$ cat src/hw/rtl/arctangent_curve_interpolator_defines.svh
// assertion macros for the arctangent curve interpolator
`ifndef ARCTANGENT_CURVE_INTERPOLATOR_DEFINES_SVH
`define ARCTANGENT_CURVE_INTERPOLATOR_DEFINES_SVH

`ifndef NO_ASSERTIONS

// condition implies expression in the same cycle
`define ACI_ASSERT_IMPLY(label, clk, rst, cond, expr, msg) \
   label: assert property (@(posedge clk) disable iff (rst) (cond) |-> (expr)) \
      else $error(msg);

// condition implies expression in the next cycle
`define ACI_ASSERT_NEXT(label, clk, rst, cond, expr, msg) \
   label: assert property (@(posedge clk) disable iff (rst) (cond) |=> (expr)) \
      else $error(msg);

// condition implies expression a fixed number of cycles later
`define ACI_ASSERT_DELAY(label, clk, rst, cond, dly, expr, msg) \
   label: assert property (@(posedge clk) disable iff (rst) (cond) |-> ##dly (expr)) \
      else $error(msg);

`else

`define ACI_ASSERT_IMPLY(label, clk, rst, cond, expr, msg)
`define ACI_ASSERT_NEXT(label, clk, rst, cond, expr, msg)
`define ACI_ASSERT_DELAY(label, clk, rst, cond, dly, expr, msg)

`endif

`endif

$ cat src/hw/rtl/aci_pkg.sv
// shared types, constants and arithmetic helpers of the arctangent curve interpolator
package aci_pkg;

   // configuration of the arctangent unit
   localparam int CORDIC_STAGES = 16;
   localparam int FRAC_BITS     = 16;

   // field widths
   localparam int DATA_W    = 32;
   localparam int SEV_W     = 24;
   localparam int CSR_IDX_W = 3;

   // register indexes
   typedef enum logic [CSR_IDX_W-1:0] {
      REG_START_POS   = 3'd0,
      REG_START_VALUE = 3'd1,
      REG_END_POS     = 3'd2,
      REG_END_VALUE   = 3'd3,
      REG_SEVERITY    = 3'd4
   } csr_reg_type;

   localparam logic [SEV_W-1:0] SEV_RESET   = 24'd131072;
   localparam logic [SEV_W-1:0] SEV_LOW_MAX = 24'd65;

   // q16.16 product renormalization and the 2.0 gain of the slope numerator
   localparam int PROD_SHIFT       = 16;
   localparam int SLOPE_GAIN_SHIFT = 17;

   // cordic datapath: x/y carry the q16.16 argument scaled to q20.30
   localparam int CW             = 50;
   localparam int ZW             = 33;
   localparam int CORDIC_Y_SHIFT = 14;
   localparam int ANGLE_SHIFT    = 30 - FRAC_BITS;
   localparam int STAGE_IDX_W    = $clog2(CORDIC_STAGES);
   localparam int ATAN_IDX_W     = 5;
   localparam logic signed [CW-1:0] CORDIC_X0 = CW'(64'd1 << 30);

   // cycles from the accepting edge to the edge that samples the strobe
   localparam int ITEM_LATENCY = CORDIC_STAGES + 6;

   // bit-serial divider
   localparam int DIV_NUM_W = 33 + FRAC_BITS;
   localparam int DIV_DEN_W = 33;
   localparam int DIV_CNT_W = $clog2(DIV_NUM_W + 1);

   // outstanding calibration tokens in the cordic chain
   localparam int CAL_CNT_W = $clog2(ITEM_LATENCY + 1);

   // atan(2^-i) in q2.30
   localparam logic [31:0] ATAN_TAB [32] = '{
      32'd843314857, 32'd497837829, 32'd263043837, 32'd133525159, 32'd67021687,
      32'd33543516,  32'd16775851,  32'd8388437,   32'd4194283,   32'd2097149,
      32'd1048576,   32'd524288,    32'd262144,    32'd131072,    32'd65536,
      32'd32768,     32'd16384,     32'd8192,      32'd4096,      32'd2048,
      32'd1024,      32'd512,       32'd256,       32'd128,       32'd64,
      32'd32,        32'd16,        32'd8,         32'd4,         32'd2,
      32'd1,         32'd0
   };

   localparam logic signed [63:0] INT32_MAX_W = 64'sd2147483647;
   localparam logic signed [63:0] INT32_MIN_W = -64'sd2147483648;

   // token moving down the cordic chain
   typedef struct packed {
      logic                 valid;
      logic                 cal;
      logic signed [CW-1:0] x;
      logic signed [CW-1:0] y;
      logic signed [ZW-1:0] z;
   } cordic_token_type;

   // derived curve terms handed from setup to the datapath
   typedef struct packed {
      logic signed [DATA_W-1:0] slope;
      logic signed [DATA_W-1:0] intercept;
      logic signed [DATA_W-1:0] scale;
      logic signed [DATA_W-1:0] offset;
      logic [SEV_W-1:0]         severity;
      logic                     sev_low;
   } derived_type;

   // calibration angle returned from the end of the chain
   typedef struct packed {
      logic                     valid;
      logic signed [DATA_W-1:0] angle;
   } cal_return_type;

   // divider result
   typedef struct packed {
      logic                 done;
      logic [DIV_NUM_W-1:0] quot;
   } div_result_type;

   // saturate to 32 bit signed
   function automatic logic signed [DATA_W-1:0] sat32(input logic signed [63:0] v);
      logic signed [DATA_W-1:0] r;
      if (v > INT32_MAX_W) begin
         r = 32'sh7fffffff;
      end else if (v < INT32_MIN_W) begin
         r = 32'sh80000000;
      end else begin
         r = 32'(v);
      end
      return r;
   endfunction

   // shift right rounding half away from zero, s at least one
   function automatic logic signed [63:0] round_shift(input logic signed [63:0] v,
                                                     input int unsigned s);
      logic signed [63:0] half;
      logic signed [63:0] r;
      half = 64'sd1 <<< (s - 1);
      if (v >= 0) begin
         r = (v + half) >>> s;
      end else begin
         r = -((-v + half) >>> s);
      end
      return r;
   endfunction

endpackage

$ cat src/hw/rtl/aci_divider.sv
// bit-serial restoring divider on unsigned magnitudes
module aci_divider import aci_pkg::*; (
   input  logic                 clock,
   input  logic                 reset,
   input  logic                 div_start,
   input  logic [DIV_NUM_W-1:0] div_num,
   input  logic [DIV_DEN_W-1:0] div_den,
   output div_result_type       div_res
);

   logic                 running_ff;
   logic                 done_ff;
   logic [DIV_CNT_W-1:0] cnt_ff;
   logic [DIV_DEN_W-1:0] rem_ff;
   logic [DIV_DEN_W-1:0] den_ff;
   logic [DIV_NUM_W-1:0] quo_ff;
   logic [DIV_DEN_W:0]   trial;
   logic [DIV_DEN_W:0]   diff;
   logic                 fits;
   logic [DIV_DEN_W-1:0] rem_in;

   // one quotient bit per cycle
   always_comb begin
      trial  = {rem_ff, quo_ff[DIV_NUM_W-1]};
      diff   = trial - {1'b0, den_ff};
      fits   = trial >= {1'b0, den_ff};
      rem_in = fits ? diff[DIV_DEN_W-1:0] : trial[DIV_DEN_W-1:0];
   end

   // control and working registers
   always_ff @(posedge clock) begin
      if (reset) begin
         running_ff <= 1'b0;
         done_ff    <= 1'b0;
      end else begin
         done_ff <= running_ff && !div_start && (cnt_ff == DIV_CNT_W'(1));
         if (div_start) begin
            running_ff <= 1'b1;
            cnt_ff     <= DIV_CNT_W'(DIV_NUM_W);
            rem_ff     <= '0;
            quo_ff     <= div_num;
            den_ff     <= div_den;
         end else if (running_ff) begin
            rem_ff <= rem_in;
            quo_ff <= {quo_ff[DIV_NUM_W-2:0], fits};
            cnt_ff <= cnt_ff - DIV_CNT_W'(1);
            if (cnt_ff == DIV_CNT_W'(1)) begin
               running_ff <= 1'b0;
            end
         end
      end
   end

   assign div_res.done = done_ff;
   assign div_res.quot = quo_ff;

endmodule

$ cat src/hw/rtl/aci_setup.sv
// configuration registers and the sequencer that derives the curve terms
module aci_setup import aci_pkg::*; (
   input  logic                 clock,
   input  logic                 reset,
   input  logic                 csr_we,
   input  logic [CSR_IDX_W-1:0] csr_index,
   input  logic [DATA_W-1:0]    csr_wdata,
   input  cal_return_type       cal_ret,
   output logic                 setup_busy,
   output logic                 cal_issue,
   output derived_type          derived
);

   typedef enum logic [2:0] {
      S_IDLE,
      S_START,
      S_SLOPE,
      S_MUL,
      S_ICPT,
      S_CAL_WAIT,
      S_SCALE
   } state_type;

   state_type                state_ff;
   logic signed [DATA_W-1:0] start_pos_ff;
   logic signed [DATA_W-1:0] start_value_ff;
   logic signed [DATA_W-1:0] end_pos_ff;
   logic signed [DATA_W-1:0] end_value_ff;
   logic [SEV_W-1:0]         severity_ff;
   logic signed [DATA_W-1:0] slope_ff;
   logic signed [DATA_W-1:0] intercept_ff;
   logic signed [DATA_W-1:0] scale_ff;
   logic signed [DATA_W-1:0] offset_ff;
   logic signed [63:0]       prod_ff;
   logic signed [DATA_W-1:0] angle_ff;
   logic                     div_neg_ff;
   logic [CAL_CNT_W-1:0]     cal_cnt_ff;
   logic [CAL_CNT_W-1:0]     cal_cnt_in;

   logic signed [32:0]       run;
   logic signed [32:0]       rise;
   logic signed [32:0]       vsum;
   logic signed [32:0]       denom;
   logic [32:0]              run_mag;
   logic [32:0]              rise_mag;
   logic [32:0]              denom_mag;
   logic signed [DATA_W-1:0] offset_calc;
   logic signed [DATA_W-1:0] icpt_calc;
   logic signed [DIV_NUM_W:0] quot_signed;
   logic signed [DATA_W-1:0] quot_sat;
   logic                     div_start;
   logic [DIV_NUM_W-1:0]     div_num;
   logic [DIV_DEN_W-1:0]     div_den;
   div_result_type           div_res;
   logic                     cal_ready;
   logic                     csr_hit;

   aci_divider u_divider (
      .clock     (clock),
      .reset     (reset),
      .div_start (div_start),
      .div_num   (div_num),
      .div_den   (div_den),
      .div_res   (div_res)
   );

   // differences, magnitudes and the simple terms
   always_comb begin
      run       = 33'(end_pos_ff) - 33'(start_pos_ff);
      rise      = 33'(end_value_ff) - 33'(start_value_ff);
      vsum      = 33'(start_value_ff) + 33'(end_value_ff);
      denom     = signed'({angle_ff, 1'b0});
      run_mag   = run[32] ? 33'(-run) : 33'(run);
      rise_mag  = rise[32] ? 33'(-rise) : 33'(rise);
      denom_mag = denom[32] ? 33'(-denom) : 33'(denom);
      offset_calc = vsum[32] ? 32'((vsum + 33'sd1) >>> 1) : 32'(vsum >>> 1);
      icpt_calc = sat32(-round_shift(prod_ff, PROD_SHIFT) - signed'(64'(severity_ff)));
      quot_signed = div_neg_ff ? -signed'({1'b0, div_res.quot})
                               : signed'({1'b0, div_res.quot});
      quot_sat  = sat32(64'(quot_signed));
      cal_ready = (cal_cnt_ff == '0);
      csr_hit   = csr_we && (csr_index <= REG_SEVERITY);
   end

   // divider launch
   always_comb begin
      div_start = 1'b0;
      div_num   = DIV_NUM_W'(severity_ff) << SLOPE_GAIN_SHIFT;
      div_den   = run_mag;
      case (state_ff)
         S_START: begin
            div_start = (run != 33'sd0);
         end
         S_CAL_WAIT: begin
            div_num   = DIV_NUM_W'(rise_mag) << FRAC_BITS;
            div_den   = denom_mag;
            div_start = cal_ready && (denom != 33'sd0);
         end
         default: begin
            div_start = 1'b0;
         end
      endcase
   end

   // calibration token bookkeeping, tokens return in order
   always_comb begin
      cal_issue  = (state_ff == S_START);
      cal_cnt_in = cal_cnt_ff + CAL_CNT_W'(cal_issue) - CAL_CNT_W'(cal_ret.valid);
   end

   always_ff @(posedge clock) begin
      if (reset) begin
         cal_cnt_ff <= '0;
      end else begin
         cal_cnt_ff <= cal_cnt_in;
      end
      if (cal_ret.valid) begin
         angle_ff <= cal_ret.angle;
      end
   end

   // register writes and the derivation sequence
   always_ff @(posedge clock) begin
      if (reset) begin
         state_ff       <= S_IDLE;
         start_pos_ff   <= '0;
         start_value_ff <= '0;
         end_pos_ff     <= '0;
         end_value_ff   <= '0;
         severity_ff    <= SEV_RESET;
         slope_ff       <= '0;
         intercept_ff   <= -signed'(32'(SEV_RESET));
         scale_ff       <= '0;
         offset_ff      <= '0;
         div_neg_ff     <= 1'b0;
      end else begin
         // a register write restarts the derivation
         if (csr_hit) begin
            state_ff <= S_START;
         end else begin
            case (state_ff)
               S_START: begin
                  if (run == 33'sd0) begin
                     slope_ff <= '0;
                     state_ff <= S_MUL;
                  end else begin
                     div_neg_ff <= run[32];
                     state_ff   <= S_SLOPE;
                  end
               end
               S_SLOPE: begin
                  if (div_res.done) begin
                     slope_ff <= quot_sat;
                     state_ff <= S_MUL;
                  end
               end
               S_MUL: begin
                  prod_ff  <= start_pos_ff * slope_ff;
                  state_ff <= S_ICPT;
               end
               S_ICPT: begin
                  intercept_ff <= icpt_calc;
                  offset_ff    <= offset_calc;
                  state_ff     <= S_CAL_WAIT;
               end
               S_CAL_WAIT: begin
                  if (cal_ready) begin
                     if (denom == 33'sd0) begin
                        scale_ff <= '0;
                        state_ff <= S_IDLE;
                     end else begin
                        div_neg_ff <= rise[32] ^ denom[32];
                        state_ff   <= S_SCALE;
                     end
                  end
               end
               S_SCALE: begin
                  if (div_res.done) begin
                     scale_ff <= quot_sat;
                     state_ff <= S_IDLE;
                  end
               end
               default: begin
                  state_ff <= S_IDLE;
               end
            endcase
         end

         if (csr_we) begin
            case (csr_index)
               REG_START_POS:   start_pos_ff   <= csr_wdata;
               REG_START_VALUE: start_value_ff <= csr_wdata;
               REG_END_POS:     end_pos_ff     <= csr_wdata;
               REG_END_VALUE:   end_value_ff   <= csr_wdata;
               REG_SEVERITY:    severity_ff    <= csr_wdata[SEV_W-1:0];
               default: begin
               end
            endcase
         end
      end
   end

   assign setup_busy         = (state_ff != S_IDLE);
   assign derived.slope      = slope_ff;
   assign derived.intercept  = intercept_ff;
   assign derived.scale      = scale_ff;
   assign derived.offset     = offset_ff;
   assign derived.severity   = severity_ff;
   assign derived.sev_low    = (severity_ff <= SEV_LOW_MAX);

endmodule

$ cat config.mk
export PLATFORM = sky130hd
export DESIGN_NAME = aci_setup
export DESIGN_NICKNAME = d
export VERILOG_FILES = /design/src/hw/rtl/arctangent_curve_interpolator_defines.svh /design/src/hw/rtl/aci_pkg.sv /design/src/hw/rtl/aci_divider.sv /design/src/hw/rtl/aci_setup.sv
export SDC_FILE = /design/constraint.sdc
export NUM_CORES = 2
export LEC_CHECK = 0
export BUFFER_PORTS_ARGS = -buffer_cell sky130_fd_sc_hd__buf_2
export CAP_MARGIN = 40
export CELL_PAD_IN_SITES_DETAIL_PLACEMENT = 1
export CELL_PAD_IN_SITES_GLOBAL_PLACEMENT = 1
export CORE_MARGIN = 4
export CORE_UTILIZATION = 30
export CTS_CLUSTER_SIZE = 14
export DETAILED_ROUTE_END_ITERATION = 8
export PLACE_DENSITY_LB_ADDON = 0.08
export SYNTH_ARGS = -nofsm -noshare
export SYNTH_HDL_FRONTEND = slang
export SYNTH_SLANG_ARGS = --single-unit
$ cat constraint.sdc
create_clock -name clock -period 14.62 [get_ports clock]
set_clock_uncertainty 0.2 [all_clocks]
set_input_delay 0.731 -clock clock [delete_from_list [all_inputs] [get_ports clock]]
set_output_delay 0.731 -clock clock [all_outputs]
set_load 0.1 [all_outputs]
; Word level (Yosys, flattened, before mapping)
; Index checks and enable logic that the tools add are counted.
[op_classes]
add_sub_neg = 18
multipliers = 1
n_lt_le_gt_ge = 8
n_eq_ne = 21
n_mux = 38
bitwise = 3
reduce_logical = 31
[op_table]
columns = op, n
row1 = $mux W32, 9
row2 = $mux W33, 6
row3 = $mux W49, 3
row4 = $add A64 B17 Y64 const B, 2
row5 = $neg A64 Y64, 2
row6 = $pmux W32 S2, 2
row7 = $neg A33 Y33, 3
row8 = $logic_not A33 Y1, 2
row9 = $reduce_bool A33 Y1, 2
row10 = $sub A32 B32 Y33, 2
row11 = $ge A64 B1 Y1 const B, 1
row12 = $gt A64 B32 Y1 const B, 1
row13 = $lt A64 B32 Y1 const B, 1
row14 = $mul A32 B32 Y64, 1
row15 = $mux W64, 1
row16 = $neg A48 Y64, 1
row17 = $sub A64 B25 Y64, 1
row18 = $gt A50 B32 Y1 const B, 1
row19 = $lt A50 B32 Y1 const B, 1
row20 = $mux W50, 1
row21 = $neg A49 Y50, 1
row22 = $ge A34 B33 Y1, 1
row23 = $add A32 B32 Y33, 1
row24 = $add A33 B2 Y33 const B, 1
row25 = 32 further kinds, 73
[totals]
ff_bits = 508
inputBits = 71
output_inout_bits = 155
elab_cells = 141

; Depth between registers and ports, before layout
[depth]
ltp_word = 9
mapped_depth = 40
mapped_depth_nobuf = 36

; Modules after synthesis
; From an unflattened synthesis, not the netlist that was laid out.
[hier_totals]
hier_cells = 8696
area_unflattened_um2 = 73684.4
[modules_own_cells]
columns = mod, instances, cells_per_inst, area_each_um2, seq_area_each_um2
row1 = aci_setup, 1, 8097, 66864.1, 8668.3
row2 = aci_divider, 1, 599, 6820.3, 3673.5

; Worst setup path before layout
; No wires, ideal clock.
[synth_path]
path_type = register -> register
startpoint = reg slope_ff[7]
endpoint = reg prod_ff[63] (data pin)
setup_ps = 260
arrival_ps = 9359
required_ps = 14160
slack_ps = 4800
stages_incl_launch_ff = 34
n_path_buf = 2
period_less_slack_ps = 9820
cell_sequence = dfxtp_1 clkbuf_1 clkbuf_1 nand2_1 fa_1 inv_1 fa_1 fa_1 fa_1 fa_1 inv_1 fa_1 fa_1 inv_1 fa_1 ha_1 a21oi_1 o21bai_1 a21oi_1 o21ai_0 or4_1 o21ai_0 o21ai_0 nand2_1 o311ai_0 nand3_1 a311oi_1 o211ai_1 a21oi_1 nor2b_1 a31o_2 or4b_2 a31oi_1 xnor2_1
[synth_between]
elab_chain_len = 1
[synth_rtl]
columns = item, line_no
row1 = start: declaration, aci_setup.sv:30  ; logic signed [DATA_W-1:0] slope_ff;
row2 = start signal: assignment, aci_setup.sv:153  ; slope_ff <= quot_sat;
row3 = $mul A32 B32 Y64, aci_setup.sv:158  ; prod_ff <= start_pos_ff * slope_ff;
row4 = end signal: assignment, aci_setup.sv:158
row5 = end: declaration, aci_setup.sv:34  ; logic signed [63:0] prod_ff;
; Every way passes these cells.
; A chain may end at the register's enable or synchronous reset.

; Final worst setup path
[layout_path]
startpoint = reg prod_ff[16]
endpoint = reg intercept_ff[4]
[layout_between]
elab_chain_len = 9
word_cells_on_any_way = 12
classes_between = add/sub: 6 / order compare: 3 / mux: 3
[layout_rtl]
columns = item, line_no
row1 = $neg A64 Y64, aci_pkg.sv:116  ; r = -((-v + half) >>> s);
row2 = $add A64 B17 Y64, aci_pkg.sv:116
row3 = $neg A48 Y64, aci_pkg.sv:116
row4 = $mux W64 *, aci_pkg.sv:113  ; if (v >= 0) begin
row5 = $neg A64 Y64 *, aci_setup.sv:77  ; icpt_calc = sat32(-round_shift(prod_ff, PROD_SHIFT) - signed'(64'(severity_ff)));
row6 = $sub A64 B25 Y64 *, aci_setup.sv:77
row7 = $lt A64 B32 Y1, aci_pkg.sv:99  ; end else if (v < INT32_MIN_W) begin
row8 = $mux W32, aci_pkg.sv:99
row9 = $mux W32 *, aci_pkg.sv:97  ; if (v > INT32_MAX_W) begin
row10 = end signal: assignment, aci_setup.sv:132  ; intercept_ff <= -signed'(32'(SEV_RESET));
row11 = end signal: assignment, aci_setup.sv:162  ; intercept_ff <= icpt_calc;
row12 = end: declaration, aci_setup.sv:31  ; logic signed [DATA_W-1:0] intercept_ff;
; Every way passes the cells marked *; elsewhere a longest branch is shown, timed or not.

==> impl_results.md <==
* Status: finished, final reports clean
* Core box area at 241,000 sq um
* Synth cell types at 113
* DIE HEIGHT at 500 microns
* Gr usage total at 0.235
* CTS tree: built
* Power Dens Cells at 55.6 nW/um^2
* # setup viols final at 0
* YS warnings at 0
* Clk sink count at 508
* GR Overflow Total at 0
* Die width at 500 microns
* Setup TNS at 0 ns
* Syn_area_per_cell at 8.47 sq um
* Initial Util at 0.302
* LEAKAGE at 34.9 nW
* Vias in the first global route at 65,000
* Count of input and output buffers at 225
* Synth top area share at 0.300
* Setup Crit Path Kind: flip-flop to flip-flop
* Post-route ant nets at 0
* Critical path data arrival time at 11.80 ns
* Seq cells post-synth at 508
* Clock-pin transition on the worst setup and hold timing paths at 0.06 ns
* Fraction of layout cells with a size suffix above 1 at 0.0719
* Sequential fraction of the synthesis area at 0.170
* Worst-path maximum fanout at 16
* DRC at 0
* CP max stage delay at 0.74 ns
* Final min period at 11.40 ns
* Clock buffer depth at 3
* Hold path depth at 3
* Synth cell count leaders: 1,434 x inv_1, 1,406 x nand2_1, 1,088 x fa_1
* Initial DRT Pass Iterations at 5
* Synth Flop Type: dfxtp_1
* CP Capture Type: flip-flop
* Post-Syn Area at 72,600 sq um
* Asr flop ratio synth at 0
* Largest net degree at the start of global routing at 76
* Worst Hold Class: input port to flip-flop
* First-pass GRT wire length at 441,000 microns
* Setup Buffers After CTS at 0
* Pins Over Slew Limit at 0
* Worst reg2reg path depth at 32
* Area grow syn2layout at 10.4%
* Hold path startpoint: csr_wdata[30]
* Die ar. at 250,000 sq um
* Synth area leaders: fa_1 30%, edfxtp_1 9.0%, dfxtp_1 8.0%
* CP Launch Type: flip-flop
* CP Launch Point: prod_ff[16]
* Slowest CP cell: o31ai_4
* I/O Pins at 226
* RSZ-0062 raised after global routing: no
* DP HPWL at 233,000 microns
* VDD IR max at 0.0717 mV
* Total detailed-routing wirelength at 295,000 microns
* Row Count at 180
* Post-synth EDFFs at 217
* Routed wire per std cell at 24.9 microns
* Initial detailed-routing violation count at 3,620
* Via total after detailed routing at 60,100
* Syn nets at 10,100
* Final hold vios at 0
* Total CTS buffers at 68
* Fmax at 0.0877 GHz
* Htree depth at 3
* Count leader, synth: inv_1
* Final nets at 10,200
* Req. time, crit path at 15.02 ns
* Fin crit share at 0.780
* Worst-Margin Slew at 0.969 ns
* Clk_lat worst skew at 0.69 ns
* CTS Root Buffer Type: clkbuf_16
* Cell count after synthesis at 8,566
* Max cap viols at 0
* Synth area leader: fa_1
* Via density at 5.07
* Crit path top cell by count: ha_1
* Initial antenna violation count at 31
* Critical R2R Launch: prod_ff[16]
* GPL Wtd Cong at 0.881
* Slew Limit Headroom at 0.353
* Post-Route Utilization at 0.333
kinds of logic after synthesis:
kind of cell / Yosys count / share of synthesized area
simple gates: 2838 / 0.182
buf+inv: 1876 / 0.0976
fa+ha+maj: 1503 / 0.372
compound gates: 1351 / 0.119
flops: 508 / 0.170
xor+xnor: 463 / 0.0559
mux: 27 / 0.00386
where the power goes:
part / internal [mW] / switching (mW) / total [mW]
registers: 1.57 / 0.0556 / 1.62
logic: 0.370 / 0.664 / 1.03
clock network: 1.02 / 0.781 / 1.80
total: 2.95 / 1.50 / 4.45
sequential cells by signal (all words and copies together) (netlist names), 33 cells and up:
signal	cells
prod_ff	64
u_divider.quo_ff	49
u_divider.den_ff	33
u_divider.rem_ff	33
what timing repair did:
action | in CTS | in global routing
resized for setup | 0 | 0
hold endpoints to repair | 32 | 0
hold buffers | 32 | 0
critical path, delay by kind of cell (launching register included):
| family | cells | cell delay (ns) |
|---|---|---|
| adders and majority gates | 3 | 0.80 |
| DFF | 1 | 0.69 |
| AOI/OAI and AO/OA | 12 | 4.29 |
| muxes | 2 | 0.45 |
| xor gates and xnor gates | 1 | 0.20 |
| and+or+nand+nor | 13 | 4.36 |
| buffers and inverters | 1 | 0.32 |
path summary, 6_finish.rpt:
path / to / slack, ns
setup / recovery: intercept_ff[4] / 3.22
hold / removal: end_pos_ff[30] / 0.22
setup reg to reg: intercept_ff[4] / 3.22
hold reg to reg: offset_ff[20] / 0.25
metrics by stage:
stage | setup WS, ns | power [mW] | cells | hold WS [ns] | area, sq um
floorplan | 4.80 | 2.34 | 8566 | 0.236 | 72600
global placement | 3.33 | 2.66 | 11700 | 0.241 | 77100
detailed placement | 3.27 | 2.68 | 11700 | 0.246 | 77400
CTS | 3.21 | 4.52 | 11800 | 0.149 | 80100
global route | 2.47 | 4.68 | 11900 | 0.186 | 80100
finish | 3.22 | 4.45 | 11900 | 0.218 | 80100
final cells by class:
| type | instances | area, sq um |
|---|---|---|
| diodes | 4 | 10.0 |
| fillers | 28300 | 160000 |
| clock buffers | 96 | 2010 |
| flip-flops and latches | 508 | 12300 |
| repair buffers | 410 | 2750 |
| inverters | 1438 | 5400 |
| clock inverters | 29 | 349 |
| multi-input cells | 6182 | 53300 |
| well taps | 3185 | 3990 |
layer usage:
metal | wire (microns) | part of all wire | vias to the layer above | track usage
li1 | - | - | 27400 | -
met1 | 140000 | 0.47 | 31400 | 0.331
met2 | 138000 | 0.47 | 1093 | 0.393
met3 | 10300 | 0.035 | 224 | 0.0194
met4 | 6820 | 0.023 | 6 | 0.0527
met5 | 32 | 0.00011 | - | 0
layout by cell type (no fill, tap or decap), types with 110 or more instances in the layout:
| cell type | instances |
|---|---|
| a21o_1 | 110 |
| a21oi_1 | 479 |
| and2_1 | 263 |
| buf_2 | 231 |
| buf_4 | 132 |
| dfxtp_1 | 288 |
| edfxtp_1 | 217 |
| fa_1 | 1088 |
| ha_1 | 414 |
| inv_1 | 1434 |
| nand2_1 | 1403 |
| nand3_1 | 120 |
| nor2_1 | 439 |
| nor3_1 | 115 |
| o21ai_0 | 272 |
| xnor2_1 | 285 |
| xor2_1 | 178 |
No activity file was read; power rests on OpenSTA's default activity.
