### config.mk
export PLATFORM = sky130hd
export DESIGN_NAME = aci_cordic_cell
export DESIGN_NICKNAME = d
export VERILOG_FILES = /design/src/hw/rtl/arctangent_curve_interpolator_defines.svh /design/src/hw/rtl/aci_pkg.sv /design/src/hw/rtl/aci_cordic_cell.sv
export SDC_FILE = /design/constraint.sdc
export NUM_CORES = 1
export LEC_CHECK = 0
export ABC_AREA = 0
export BUFFER_PORTS_ARGS = -buffer_cell sky130_fd_sc_hd__buf_2
export CAP_MARGIN = 20
export CORE_MARGIN = 1.5
export CORE_UTILIZATION = 45
export CTS_CLUSTER_SIZE = 8
export DETAILED_ROUTE_END_ITERATION = 10
export PLACE_DENSITY = 0.62
export SLEW_MARGIN = 20
export SYNTH_ARGS = -nofsm -noshare
export SYNTH_HDL_FRONTEND = slang
export SYNTH_SLANG_ARGS = --single-unit
### constraint.sdc
create_clock -name clock -period 9.6 [get_ports clock]
set_input_delay 1.92 -clock clock [delete_from_list [all_inputs] [get_ports clock]]
set_output_delay 1.92 -clock clock [all_outputs]
set_load 0.01 [all_outputs]
### src/hw/rtl/arctangent_curve_interpolator_defines.svh
// assertion macros for the arctangent curve interpolator
`ifndef ARCTANGENT_CURVE_INTERPOLATOR_DEFINES_SVH
`define ARCTANGENT_CURVE_INTERPOLATOR_DEFINES_SVH

`ifndef NO_ASSERTIONS

// condition implies expression in the same cycle
`define ACI_ASSERT_IMPLY(label, clk, rst, cond, expr, msg) \
   label: assert property (@(posedge clk) disable iff (rst) (cond) |-> (expr)) \
      else $error(msg);

// condition implies expression in the next cycle
`define ACI_ASSERT_NEXT(label, clk, rst, cond, expr, msg) \
   label: assert property (@(posedge clk) disable iff (rst) (cond) |=> (expr)) \
      else $error(msg);

// condition implies expression a fixed number of cycles later
`define ACI_ASSERT_DELAY(label, clk, rst, cond, dly, expr, msg) \
   label: assert property (@(posedge clk) disable iff (rst) (cond) |-> ##dly (expr)) \
      else $error(msg);

`else

`define ACI_ASSERT_IMPLY(label, clk, rst, cond, expr, msg)
`define ACI_ASSERT_NEXT(label, clk, rst, cond, expr, msg)
`define ACI_ASSERT_DELAY(label, clk, rst, cond, dly, expr, msg)

`endif

`endif

### src/hw/rtl/aci_pkg.sv
// shared types, constants and arithmetic helpers of the arctangent curve interpolator
package aci_pkg;

   // configuration of the arctangent unit
   localparam int CORDIC_STAGES = 16;
   localparam int FRAC_BITS     = 16;

   // field widths
   localparam int DATA_W    = 32;
   localparam int SEV_W     = 24;
   localparam int CSR_IDX_W = 3;

   // register indexes
   typedef enum logic [CSR_IDX_W-1:0] {
      REG_START_POS   = 3'd0,
      REG_START_VALUE = 3'd1,
      REG_END_POS     = 3'd2,
      REG_END_VALUE   = 3'd3,
      REG_SEVERITY    = 3'd4
   } csr_reg_type;

   localparam logic [SEV_W-1:0] SEV_RESET   = 24'd131072;
   localparam logic [SEV_W-1:0] SEV_LOW_MAX = 24'd65;

   // q16.16 product renormalization and the 2.0 gain of the slope numerator
   localparam int PROD_SHIFT       = 16;
   localparam int SLOPE_GAIN_SHIFT = 17;

   // cordic datapath: x/y carry the q16.16 argument scaled to q20.30
   localparam int CW             = 50;
   localparam int ZW             = 33;
   localparam int CORDIC_Y_SHIFT = 14;
   localparam int ANGLE_SHIFT    = 30 - FRAC_BITS;
   localparam int STAGE_IDX_W    = $clog2(CORDIC_STAGES);
   localparam int ATAN_IDX_W     = 5;
   localparam logic signed [CW-1:0] CORDIC_X0 = CW'(64'd1 << 30);

   // cycles from the accepting edge to the edge that samples the strobe
   localparam int ITEM_LATENCY = CORDIC_STAGES + 6;

   // bit-serial divider
   localparam int DIV_NUM_W = 33 + FRAC_BITS;
   localparam int DIV_DEN_W = 33;
   localparam int DIV_CNT_W = $clog2(DIV_NUM_W + 1);

   // outstanding calibration tokens in the cordic chain
   localparam int CAL_CNT_W = $clog2(ITEM_LATENCY + 1);

   // atan(2^-i) in q2.30
   localparam logic [31:0] ATAN_TAB [32] = '{
      32'd843314857, 32'd497837829, 32'd263043837, 32'd133525159, 32'd67021687,
      32'd33543516,  32'd16775851,  32'd8388437,   32'd4194283,   32'd2097149,
      32'd1048576,   32'd524288,    32'd262144,    32'd131072,    32'd65536,
      32'd32768,     32'd16384,     32'd8192,      32'd4096,      32'd2048,
      32'd1024,      32'd512,       32'd256,       32'd128,       32'd64,
      32'd32,        32'd16,        32'd8,         32'd4,         32'd2,
      32'd1,         32'd0
   };

   localparam logic signed [63:0] INT32_MAX_W = 64'sd2147483647;
   localparam logic signed [63:0] INT32_MIN_W = -64'sd2147483648;

   // token moving down the cordic chain
   typedef struct packed {
      logic                 valid;
      logic                 cal;
      logic signed [CW-1:0] x;
      logic signed [CW-1:0] y;
      logic signed [ZW-1:0] z;
   } cordic_token_type;

   // derived curve terms handed from setup to the datapath
   typedef struct packed {
      logic signed [DATA_W-1:0] slope;
      logic signed [DATA_W-1:0] intercept;
      logic signed [DATA_W-1:0] scale;
      logic signed [DATA_W-1:0] offset;
      logic [SEV_W-1:0]         severity;
      logic                     sev_low;
   } derived_type;

   // calibration angle returned from the end of the chain
   typedef struct packed {
      logic                     valid;
      logic signed [DATA_W-1:0] angle;
   } cal_return_type;

   // divider result
   typedef struct packed {
      logic                 done;
      logic [DIV_NUM_W-1:0] quot;
   } div_result_type;

   // saturate to 32 bit signed
   function automatic logic signed [DATA_W-1:0] sat32(input logic signed [63:0] v);
      logic signed [DATA_W-1:0] r;
      if (v > INT32_MAX_W) begin
         r = 32'sh7fffffff;
      end else if (v < INT32_MIN_W) begin
         r = 32'sh80000000;
      end else begin
         r = 32'(v);
      end
      return r;
   endfunction

   // shift right rounding half away from zero, s at least one
   function automatic logic signed [63:0] round_shift(input logic signed [63:0] v,
                                                     input int unsigned s);
      logic signed [63:0] half;
      logic signed [63:0] r;
      half = 64'sd1 <<< (s - 1);
      if (v >= 0) begin
         r = (v + half) >>> s;
      end else begin
         r = -((-v + half) >>> s);
      end
      return r;
   endfunction

endpackage

### src/hw/rtl/aci_cordic_cell.sv
// one vectoring cordic iteration with its pipeline register
module aci_cordic_cell import aci_pkg::*; (
   input  logic                   clock,
   input  logic                   reset,
   input  logic [STAGE_IDX_W-1:0] stage_idx,
   input  cordic_token_type       cell_in,
   output cordic_token_type       cell_out
);

   cordic_token_type     token_ff;
   cordic_token_type     token_in;
   logic signed [CW-1:0] x;
   logic signed [CW-1:0] y;
   logic signed [CW-1:0] xs;
   logic signed [CW-1:0] ys;
   logic signed [ZW-1:0] z;
   logic signed [ZW-1:0] step;

   // rotate toward the x axis by atan(2^-i)
   always_comb begin
      x    = cell_in.x;
      y    = cell_in.y;
      z    = cell_in.z;
      xs   = x >>> stage_idx;
      ys   = y >>> stage_idx;
      step = signed'(ZW'(ATAN_TAB[ATAN_IDX_W'(stage_idx)]));
      token_in = cell_in;
      if (y >= 0) begin
         token_in.x = x + ys;
         token_in.y = y - xs;
         token_in.z = z + step;
      end else begin
         token_in.x = x - ys;
         token_in.y = y + xs;
         token_in.z = z - step;
      end
   end

   // stage register, only the valid bit is cleared
   always_ff @(posedge clock) begin
      if (reset) begin
         token_ff.valid <= 1'b0;
      end else begin
         token_ff.valid <= token_in.valid;
      end
      token_ff.cal <= token_in.cal;
      token_ff.x   <= token_in.x;
      token_ff.y   <= token_in.y;
      token_ff.z   <= token_in.z;
   end

   assign cell_out = token_ff;

endmodule

* After elaboration in Yosys (flattened, before gate mapping)
Memory sizes are Yosys's and may differ from the RTL's.
Cells that the tools add are included.
** Word-level totals
- RAM bits :: 0
- Input port bits :: 141
- Register bits after elaboration :: 135
- Memories :: 1
- Bits in latches :: 0
- ROM bits :: 1024
** Operators by class
- Multipliers :: 0
- Mux-type cells :: 3
- $lt $le $gt $ge :: 2
- Bitwise logic cells :: 1
- Reductions and logical operators :: 0
- Shifts and indexed selects :: 2
- Add/subtract/negate cells :: 6
- Divide/modulo/power cells :: 0
- Eq/ne operators :: 0
** Memories
- (no name shown) :: words 32, width 32, read ports 1, clocked after memory_dff 0, write ports 0, RTL line aci_cordic_cell.sv:26 : step = signed'(ZW'(ATAN_TAB[ATAN_IDX_W'(stage_idx)]));
** Operators with widths (number)
- $mux 133 :: 1
- $add 50x50->50 :: 2
- $sshr 50x4->50 :: 2
- $sub 50x50->50 :: 2
- $mux 32 :: 2
- $ge 50x1->1 const B :: 1
- $add 33x33->33 :: 1
- $sub 33x33->33 :: 1
- $ge 6x6->1 const B :: 1
- $not 4->6 :: 1

* Longest topological paths before layout
Gate-level depths: netlist of the first run.
- Word-level depth :: 6
- Gate-level depth with buffers :: 32
- Depth with buffers taken out :: 25

* Worst setup path after synthesis of the first run
Ideal clock, no wire load.
- Path type :: input -> register
- From :: input stage_idx[2]
- To :: register token_ff, in the netlist cell_out[132]
- Arrival time :: 8282 ps
- Stages :: 29
- Slack :: 1197 ps
- Buffers on the path :: 9
- Data required time :: 9479 ps
- Cell sequence :: buf_2 buf_1 buf_1 clkbuf_1 buf_2 clkbuf_1 clkbuf_1 clkbuf_1 buf_1 a31o_2 ha_1 inv_1 nor4b_2 nand2_1 or2_2 o21ai_0 xnor2_1 ha_1 a21o_1 a21o_1 a21o_1 o211ai_1 o211ai_1 nor2_1 o311ai_0 a21oi_1 o31ai_1 a221o_1 xnor2_1
** RTL lines
- from (decl) :: RTL line aci_cordic_cell.sv:5 : input logic [STAGE_IDX_W-1:0] stage_idx,
- to (decl) :: RTL line aci_cordic_cell.sv:10 : cordic_token_type token_ff;

==> flow_summary.yaml, run 1 <==
yosys:
  synth_top_area_share_pct: 15.0
  synthArstFlopShare_pct: 0
  ys_seq_elements: 135
  synth_warnings: 0
  synth-edff-count: 0
  synth-main-ff-cell: "dfxtp_1"
  synth_top_area_cell: "dfxtp_1"
  synthCells: 2202
  ys_seq_area_share_pct: 15.0
  synth.cell_area_sq_um: 18000
  synth_cell_types: 91
  syn-num-nets: 2486
  postSynthAreaPerCell_sq_um: 8.20
  synth.area.top_cells: "dfxtp_1 15%, mux4_2 14%, ha_1 9.7%"
timing:
  layout_setup_ws_ps: 1210
  finalSetupTns_ps: 0
  grt_setup_unrepaired: "no"
  hold_viol: 0
  layout_min_cycle_time_ps: 8390
  max_freq_mhz: 119
  tightest_slew_ps: 979
  period_share_pct: 87.4
  finalSetupViolCount: 0
  finalMaxSlewViolations: 0
  relSlewSlack_pct: 34.7
clock_network:
  h-tree-depth: 4
  cts_setup_buffers: 0
  root_buffer: "clkbuf_16"
  hold_buffers: 0
  ctsResizeCount: 0
  clkSinkCount: 135
  clk_path_buf_depth: 2
  cts_buffers: 17
  path_clk_slew_ps: 70
  cts_tree: "done"
worst_setup_path:
  worstPathMaxFanout: 78
  required_ps: 9970
  cp.arrival_ps: 8750
  worstSetupStartpointType: "input pin"
  worstSetupPathType: "in2reg"
  end_kind: "register"
placement:
  pre_cts_ws_ps: 909
  place.gp.congestion: 0.991
  numPortBuffers: 275
  dp_hpwl_um: 47700
  placed_cells: 2911
detailed_routing:
  drtAntennaViolNets: 0
  drc: 0
  routed_wl_um: 60500
  first_iter_violations: 1644
  drt_pass1_iterations: 6
  routed_via_density: 6.13
  wl_per_cell_um: 20.5
  vias: 18000
cells_and_area:
  finalNonFillerCells: 2943
  syn_to_final_growth_pct: 12.6
  final_cell_mix: "275 x nand2_1, 271 x buf_2, 194 x a21oi_1"
  drive_gt1_share_pct: 20.8
  final_util_pct: 51.3
  layout_commonest_cell: "nand2_1"
  diodes: 0
  largest_reg_flops: 135
  fin_nets: 2689
  num-fill-cells: 3850
floorplan:
  core_sq_um: 39600
  fp.dieW_um: 203
  rows: 73
  die_area_sq_um: 41300
  start_util_pct: 45.5
  ios: 276
  die_y_um: 203
hold_path:
  hold_class: "in2reg"
  holdPathEnd: "cell_out[133]$_DFF_P_"
  hp-start: "cell_in[133]"
  whs_path_depth: 1
status:
  status: "complete, no violations"
grt:
  use_met3_pct: 5.61
  grt_pass1_vias: 16800
  grtUsageMet2_pct: 45.2
  overflow: 0
  busiest_layer: "met2"
  antenna_found_initial: 3
  track_usage_pct: 28.6
  grt_max_degree: 84
  met1_usage_pct: 37.9
  grt_pass1_wl_um: 92800
power:
  irDropWorstVdd_v: 0.000150
  p_leak_nw: 8.84
  power_density_nw_per_um2: 178
  p_total_mw: 3.62
flow_run:
  drv_cap: 0
[layout make-up]
| cell class | count | area, sq um | share of cell area [%] |
|---|---|---|---|
| clock inverter | 15 | 206 | 1.02 |
| multi-input combinational | 1912 | 14600 | 72.1 |
| inverter | 49 | 184 | 0.905 |
| sequential | 135 | 2700 | 13.3 |
| timing repair buffer | 290 | 1500 | 7.40 |
| clock buffer | 17 | 425 | 2.09 |
| tap | 525 | 657 | 3.23 |
[where the power goes]
group	internal (mW)	leakage (nW)	switching, mW
clock	0.399	0.309	0.312
sequential	0.819	1.14	0.0620
combinational	0.852	7.39	1.18
total	2.07	8.84	1.55
[how the worst max path moves through the flow]
stage | start | end | slack (ps) | depth (start not counted)
finish | stage_idx[0] | cell_out[76]$_DFF_P_ | 1210 | 21
global route | stage_idx[0] | cell_out[76]$_DFF_P_ | 720 | 21
floorplan | stage_idx[2] | cell_out[132]$_DFF_P_ | 1200 | 29
detailed placement | stage_idx[0] | cell_out[76]$_DFF_P_ | 910 | 21
CTS | stage_idx[0] | cell_out[76]$_DFF_P_ | 1370 | 21
global placement | stage_idx[0] | cell_out[76]$_DFF_P_ | 1140 | 21
[metrics by stage]
step	area, sq um	hold WS [ps]
after global placement	19700	2020
after CTS	20300	1510
final	20300	1550
after global routing	20300	1530
after floorplan	18000	1950
after detailed placement	19700	2030
[routing by layer]
| layer | up-vias | routed length (um) |
|---|---|---|
| met1 | 8432 | 25400 |
| met2 | 910 | 27100 |
| met5 | - | 32 |
| met3 | 127 | 5650 |
| li1 | 8574 | - |
| met4 | 6 | 2260 |
[critical path: stages]
cell       delay, ps
buf_6            630
mux4_2           650
mux2_2           310
or3_1            380
a22oi_1          410
nand2_1          140
nor2_1           350
nor2_1            90
xor2_1           160
ha_1             410
nand3_1          180
a2111oi_0        560
a211oi_1         170
a311oi_1         470
o21ai_1          370
o31a_1           410
a31oi_1          330
nand3_1          160
a21boi_1         260
mux2i_1          210
nand2_1           60
[Yosys cell counts (5+ instances only)]
cell type / count
or2_1: 7
a21o_1: 74
nand2_1: 275
a31oi_1: 26
or2_2: 8
xnor2_1: 144
o31ai_1: 13
nand2b_1: 30
nor2b_1: 24
a221oi_1: 6
nand3b_1: 6
o21ai_1: 19
nand3_1: 54
and4_1: 7
o21ai_0: 145
a2111oi_0: 5
buf_6: 6
mux4_2: 116
and3_1: 23
clkbuf_1: 50
and2_1: 12
nor2_1: 141
o211ai_1: 18
buf_1: 24
ha_1: 140
a31o_2: 7
inv_1: 44
mux2_2: 27
a21oi_1: 194
xor2_1: 90
dfxtp_1: 135
o21bai_1: 15
nor3_1: 54
or3_1: 14
buf_2: 15
nand4_1: 14
a211oi_1: 17
buf_4: 9
o21a_1: 23
mux2i_1: 68
o22ai_1: 8
[cell families (layout without fill, tap and decap cells)]
kind of cell / Yosys count / after routing / synth area share, %
flops: 135 / 135 / 15.0
fa+ha+maj: 143 / 143 / 10.0
compound gates: 623 / 623 / 21.2
xor+xnor: 234 / 234 / 11.4
buf+inv: 155 / 371 / 3.92
mux: 212 / 212 / 20.1
simple gates: 700 / 700 / 18.4
(Power assumes the default switching activity.)
==> run 2, diff against run 1 <==
- CTS_BUF_LIST: default -> sky130_fd_sc_hd__clkbuf_4 sky130_fd_sc_hd__clkbuf_8
==> run 2 against run 1 <==
Compared with the run above:
- non-clock buffer count did not move
- utilization fell by 0.48 points
- first-iteration DRC count fell by 7.4%
- final cell count did not move
- combinational power barely moved
- setup slack improved by 16 ps
- worst hold slack got worse by 65 ps
- highest routed layer unchanged
- sequential power barely moved
- global-route usage barely moved
- die area did not move
- clock power fell by 24%
==> flow_summary.yaml, run 2 (synthesis gave the netlist of run 1 again) <==
cells_and_area:
  num-fill-cells: 3870
  drive_gt1_share_pct: 20.8
  diodes: 0
  largest_reg_flops: 135
  layout_commonest_cell: "nand2_1"
  syn_to_final_growth_pct: 11.5
  final_cell_mix: "275 x nand2_1, 271 x buf_2, 194 x a21oi_1"
  fin_nets: 2689
timing:
  tightest_slew_ps: 990
  finalSetupViolCount: 0
  finalSetupTns_ps: 0
  whs_ps: 1480
  layout_min_cycle_time_ps: 8370
  hold_viol: 0
  grt_setup_unrepaired: "no"
  relSlewSlack_pct: 34.0
  max_freq_mhz: 119
  period_share_pct: 87.2
  finalMaxSlewViolations: 0
detailed_routing:
  vias: 18100
  first_iter_violations: 1523
  drc: 0
  routed_wl_um: 60500
  wl_per_cell_um: 20.6
  routed_via_density: 6.13
  drtAntennaViolNets: 0
  drt_pass1_iterations: 6
floorplan:
  die_y_um: 203
  rows: 73
  ios: 276
  fp.dieW_um: 203
  die_area_sq_um: 41300
  core_sq_um: 39600
  start_util_pct: 45.5
grt:
  grt_max_degree: 84
  use_met3_pct: 5.99
  met1_usage_pct: 37.8
  grtUsageMet2_pct: 45.0
  busiest_layer: "met2"
  antenna_found_initial: 3
  grt_pass1_vias: 16900
  grt_pass1_wl_um: 92700
  track_usage_pct: 28.5
  overflow: 0
worst_setup_path:
  startpoint: "stage_idx[0]"
  cp.arrival_ps: 8810
  worstPathMaxFanout: 78
  worstSetupPathType: "in2reg"
  required_ps: 10040
  critPathCapture: "cell_out[76]$_DFF_P_"
  end_kind: "register"
  worstSetupStartpointType: "input pin"
clock_network:
  cts_setup_buffers: 0
  ctsResizeCount: 0
  clkSinkCount: 135
  path_clk_slew_ps: 100
  clk_path_buf_depth: 2
  hold_buffers: 0
  cts_tree: "done"
  root_buffer: "clkbuf_8"
  h-tree-depth: 4
  cts_buffers: 17
power:
  power_density_nw_per_um2: 172
  irDropWorstVdd_v: 0.000126
  p_leak_nw: 8.75
hold_path:
  hold_class: "in2reg"
flow_run:
  drv_cap: 0
placement:
  dp_hpwl_um: 47700
  numPortBuffers: 275
  place.gp.congestion: 0.991
status:
  status: "complete, no violations"
## run 2: cell types whose count changed in the layout (fill, tap and decap cells not counted)
cell       change
clkbuf_16     -17
clkbuf_8      +17
## run 2: per-stage QoR
| stage | power, mW | cells | setup WS [ps] | util, % | area (sq um) |
|---|---|---|---|---|---|
| 2_1_floorplan | 2.26 | 2202 | 1200 | - | 18000 |
| 6_report | 3.45 | 2943 | 1230 | 50.8 | 20100 |
| 3_3_place_gp | 2.89 | 2911 | 1140 | 49.7 | 19700 |
| 3_5_place_dp | 2.90 | 2911 | 909 | 49.7 | 19700 |
| 4_1_cts | 3.47 | 2943 | 1450 | 50.8 | 20100 |
| 5_1_grt | 3.69 | 2943 | 804 | 50.8 | 20100 |
## run 2: worst min path at each step
| stage | from | to | slack (ps) | cells after the start |
|---|---|---|---|---|
| final | cell_in[133] | cell_out[133]$_DFF_P_ | 1480 | 1 |
| after global routing | cell_in[133] | cell_out[133]$_DFF_P_ | 1450 | 1 |
| after CTS | cell_in[133] | cell_out[133]$_DFF_P_ | 1430 | 1 |
| after detailed placement | cell_in[133] | cell_out[133]$_DFF_P_ | 2030 | 1 |
| after global placement | cell_in[133] | cell_out[133]$_DFF_P_ | 2020 | 1 |
| after floorplan | cell_in[133] | cell_out[133]$_DFF_P_ | 1950 | 0 |
## run 2: power by group
part / switching [mW] / internal, mW
Combinational: 1.18 / 0.852
Clock: 0.292 / 0.247
Sequential: 0.0615 / 0.818
## run 2: layout make-up
class | instances | area, sq um | share of cell area (%)
sequential | 135 | 2700 | 13.4
inverter | 49 | 184 | 0.914
multi-input combinational | 1912 | 14600 | 72.7
timing repair buffer | 290 | 1500 | 7.47
clock inverter | 15 | 206 | 1.03
clock buffer | 17 | 234 | 1.16
tap | 525 | 657 | 3.26
## run 2: per-layer routing
layer	part of all wire (%)	vias to the layer above
li1	-	8562
met1	42	8454
met2	45	904
met3	9.5	128
met4	3.7	6
met5	0.051	-
## run 2: worst max-delay path: stages
cell and delay (ps):
buf_6 620, mux4_2 650, mux2_2 310, or3_1 380, a22oi_1 430, nand2_1 140
nor2_1 340, nor2_1 90, xor2_1 160, ha_1 410, nand3_1 180, a2111oi_0 560
a211oi_1 170, a311oi_1 480, o21ai_1 380, o31a_1 410, a31oi_1 330, nand3_1 160
a21boi_1 260, mux2i_1 210, nand2_1 60
==> run 3, diff against run 2 <==
- ABC_AREA: 0 -> 1
- CAP_MARGIN: 20 -> default
- PLACE_DENSITY: 0.62 -> 0.61
==> run 3 against run 2 <==
Compared with the run above:
- final cell count rose by 45%
- power rose by 3.5%
- routed wire length rose by 32%
- via count rose by 33%
- maximum frequency rose by 20%
- sequential power fell by 1%
==> flow_summary.yaml, run 3 <==
power:
  p_switching_mw: 1.76
  power_density_nw_per_um2: 164
  p_int_mw: 1.82
  p_total_mw: 3.57
  p_sw_share_pct: 49.1
  p_leak_nw: 11.1
  p_seq_share_pct: 24.4
  irDropWorstVdd_v: 0.000161
  clkPwrFrac_pct: 15.2
  p_comb_share_pct: 60.5
floorplan:
  ios: 276
  core_sq_um: 43200
  start_util_pct: 45.8
  rows: 76
  fp.dieW_um: 213
  die_area_sq_um: 45200
  die_y_um: 213
yosys:
  synth_compound_area_share_pct: 14.2
  synth_warnings: 0
  synthMuxAreaShare_pct: 0
  yosys.area_share.simple_pct: 44.5
  synth_cell_types: 49
  synth_top_area_share_pct: 20.7
  synthCells: 3463
  ys_seq_elements: 135
  synth_top_area_cell: "nand2_1"
  synth-edff-count: 0
  synth_top_family_by_area: "simple AND/OR/NAND/NOR gates"
  syn-num-nets: 3747
  synth_fa_ha_area_share_pct: 9.17
  synth.cell_area_sq_um: 19800
  synthXorXnorAreaFrac_pct: 9.36
  synth-main-ff-cell: "dfxtp_1"
  synth_commonest_cells: "1088 x nand2_1, 550 x nand3_1, 304 x nor2_1"
  postSynthAreaPerCell_sq_um: 5.70
  synth.most_common_cell: "nand2_1"
  synthArstFlopShare_pct: 0
  ys_seq_area_share_pct: 13.7
  synth.area.top_cells: "nand2_1 21%, nand3_1 14%, dfxtp_1 14%"
grt:
  overflow: 0
  track_usage_pct: 34.5
  grt_max_degree: 109
  antenna_found_initial: 3
  grt_pass1_wl_um: 120000
  grt_pass1_vias: 21800
hold_path:
  hold_class: "in2reg"
  hp-start: "cell_in[133]"
  holdPathEnd: "cell_out[133]$_DFF_P_"
  whs_path_depth: 1
worst_setup_path:
  startpoint: "stage_idx[1]"
  worstSetupPathType: "in2reg"
  worstPathMaxFanout: 69
  required_ps: 10080
  worstSetupStartpointType: "input pin"
  end_kind: "register"
  cp.arrival_ps: 7460
clock_network:
  root_buffer: "clkbuf_8"
  ctsResizeCount: 0
  path_clk_slew_ps: 90
  h-tree-depth: 4
  clkSinkCount: 135
  cts_buffers: 17
  hold_buffers: 0
  clk_path_buf_depth: 2
  cts_tree: "done"
  cts_setup_buffers: 0
timing:
  relSlewSlack_pct: 30.4
  hold_viol: 0
  grt_setup_unrepaired: "no"
  finalSetupTns_ps: 0
  finalMaxSlewViolations: 0
  layout_setup_ws_ps: 2630
  tightest_slew_ps: 1030
  layout_min_cycle_time_ps: 6970
  finalSetupViolCount: 0
  period_share_pct: 72.6
  max_freq_mhz: 143
placement:
  place.gp.congestion: 1.01
  dp_hpwl_um: 67400
  pre_cts_ws_ps: 2320
  placed_cell_area_sq_um: 21300
  numPortBuffers: 275
detailed_routing:
  first_iter_violations: 2365
  vias: 24100
  wl_per_cell_um: 18.7
  drtAntennaViolNets: 0
  routed_wl_um: 79800
  drc: 0
  routed_via_density: 5.66
  drt_pass1_iterations: 5
cells_and_area:
  drive_gt1_share_pct: 11.1
  final_util_pct: 50.5
  largest_reg_flops: 135
  stdcell_area_sq_um: 21800
  layout_commonest_cell: "nand2_1"
  syn_to_final_growth_pct: 10.3
  final_cell_mix: "1088 x nand2_1, 550 x nand3_1, 304 x nor2_1"
  fin_nets: 3945
status:
  status: "complete, no violations"
flow_run:
  drv_cap: 0
## run 3: stage by stage
step,hold slack [ps],instances
floorplan,1950,3463
global placement,2020,4227
detailed placement,2030,4227
CTS,1440,4259
global route,1440,4259
finish,1480,4261
## run 3: cells by family after synthesis
group	count (synthesis)
flops	135
xor+xnor	211
simple gates	2069
compound gates	486
fa+ha+maj	143
buf+inv	419
## run 3: area by class of cell
type / instances / area, sq um
Antenna cell: 2 / 5.00
Clock buffer: 18 / 241
Inverter: 311 / 1170
Fill cell: 4819 / 21400
Multi-Input combinational cell: 2909 / 15300
Tap cell: 585 / 732
Clock inverter: 14 / 188
Timing Repair Buffer: 287 / 1490
Sequential cell: 135 / 2700
## run 3: worst max path at each step
stage	to	slack, ps	cells after the start
3_5_place_dp	cell_out[80]$_DFF_P_	2320	26
3_3_place_gp	cell_out[77]$_DFF_P_	2440	26
5_1_grt	cell_out[80]$_DFF_P_	2310	26
2_1_floorplan	cell_out[23]$_DFF_P_	4200	23
4_1_cts	cell_out[80]$_DFF_P_	2890	26
6_report	cell_out[80]$_DFF_P_	2630	26
## run 3: power by group through the flow
stage	Combinational, mW	Sequential (mW)	Clock [mW]
floorplan	1.25	1.03	0
global placement	2.13	0.881	0
detailed placement	2.13	0.887	0
CTS	2.14	0.876	0.554
global route	2.37	0.895	0.575
finish	2.16	0.871	0.542
## run 3: routing by layer
layer / vias up / global-route usage [%] / share of wire (%)
met5: - / 0 / 0.016
met4: 2 / 14.2 / 3.9
met3: 137 / 4.52 / 7.0
met2: 1018 / 55.2 / 44
met1: 11000 / 46.6 / 45
li1: 11900 / - / -
## run 3: worst max-delay path, cell delays in order
cell and delay, ps:
buf_2 120, inv_2 350, buf_4 660, nand3_1 220
nand3_1 150, nand2_1 100, o21ai_2 170, ha_1 230
nand3_1 110, nor2_2 180, nand2_1 100, nor2_1 330
nand2_1 120, xor2_1 150, nand2_1 60, nand2_1 60
ha_1 360, nand2_1 150, nor2_1 200, inv_1 110
nor2_1 180, nand3_1 80, o21ai_0 820, nand2_1 190
nand2_1 140, xor2_1 150
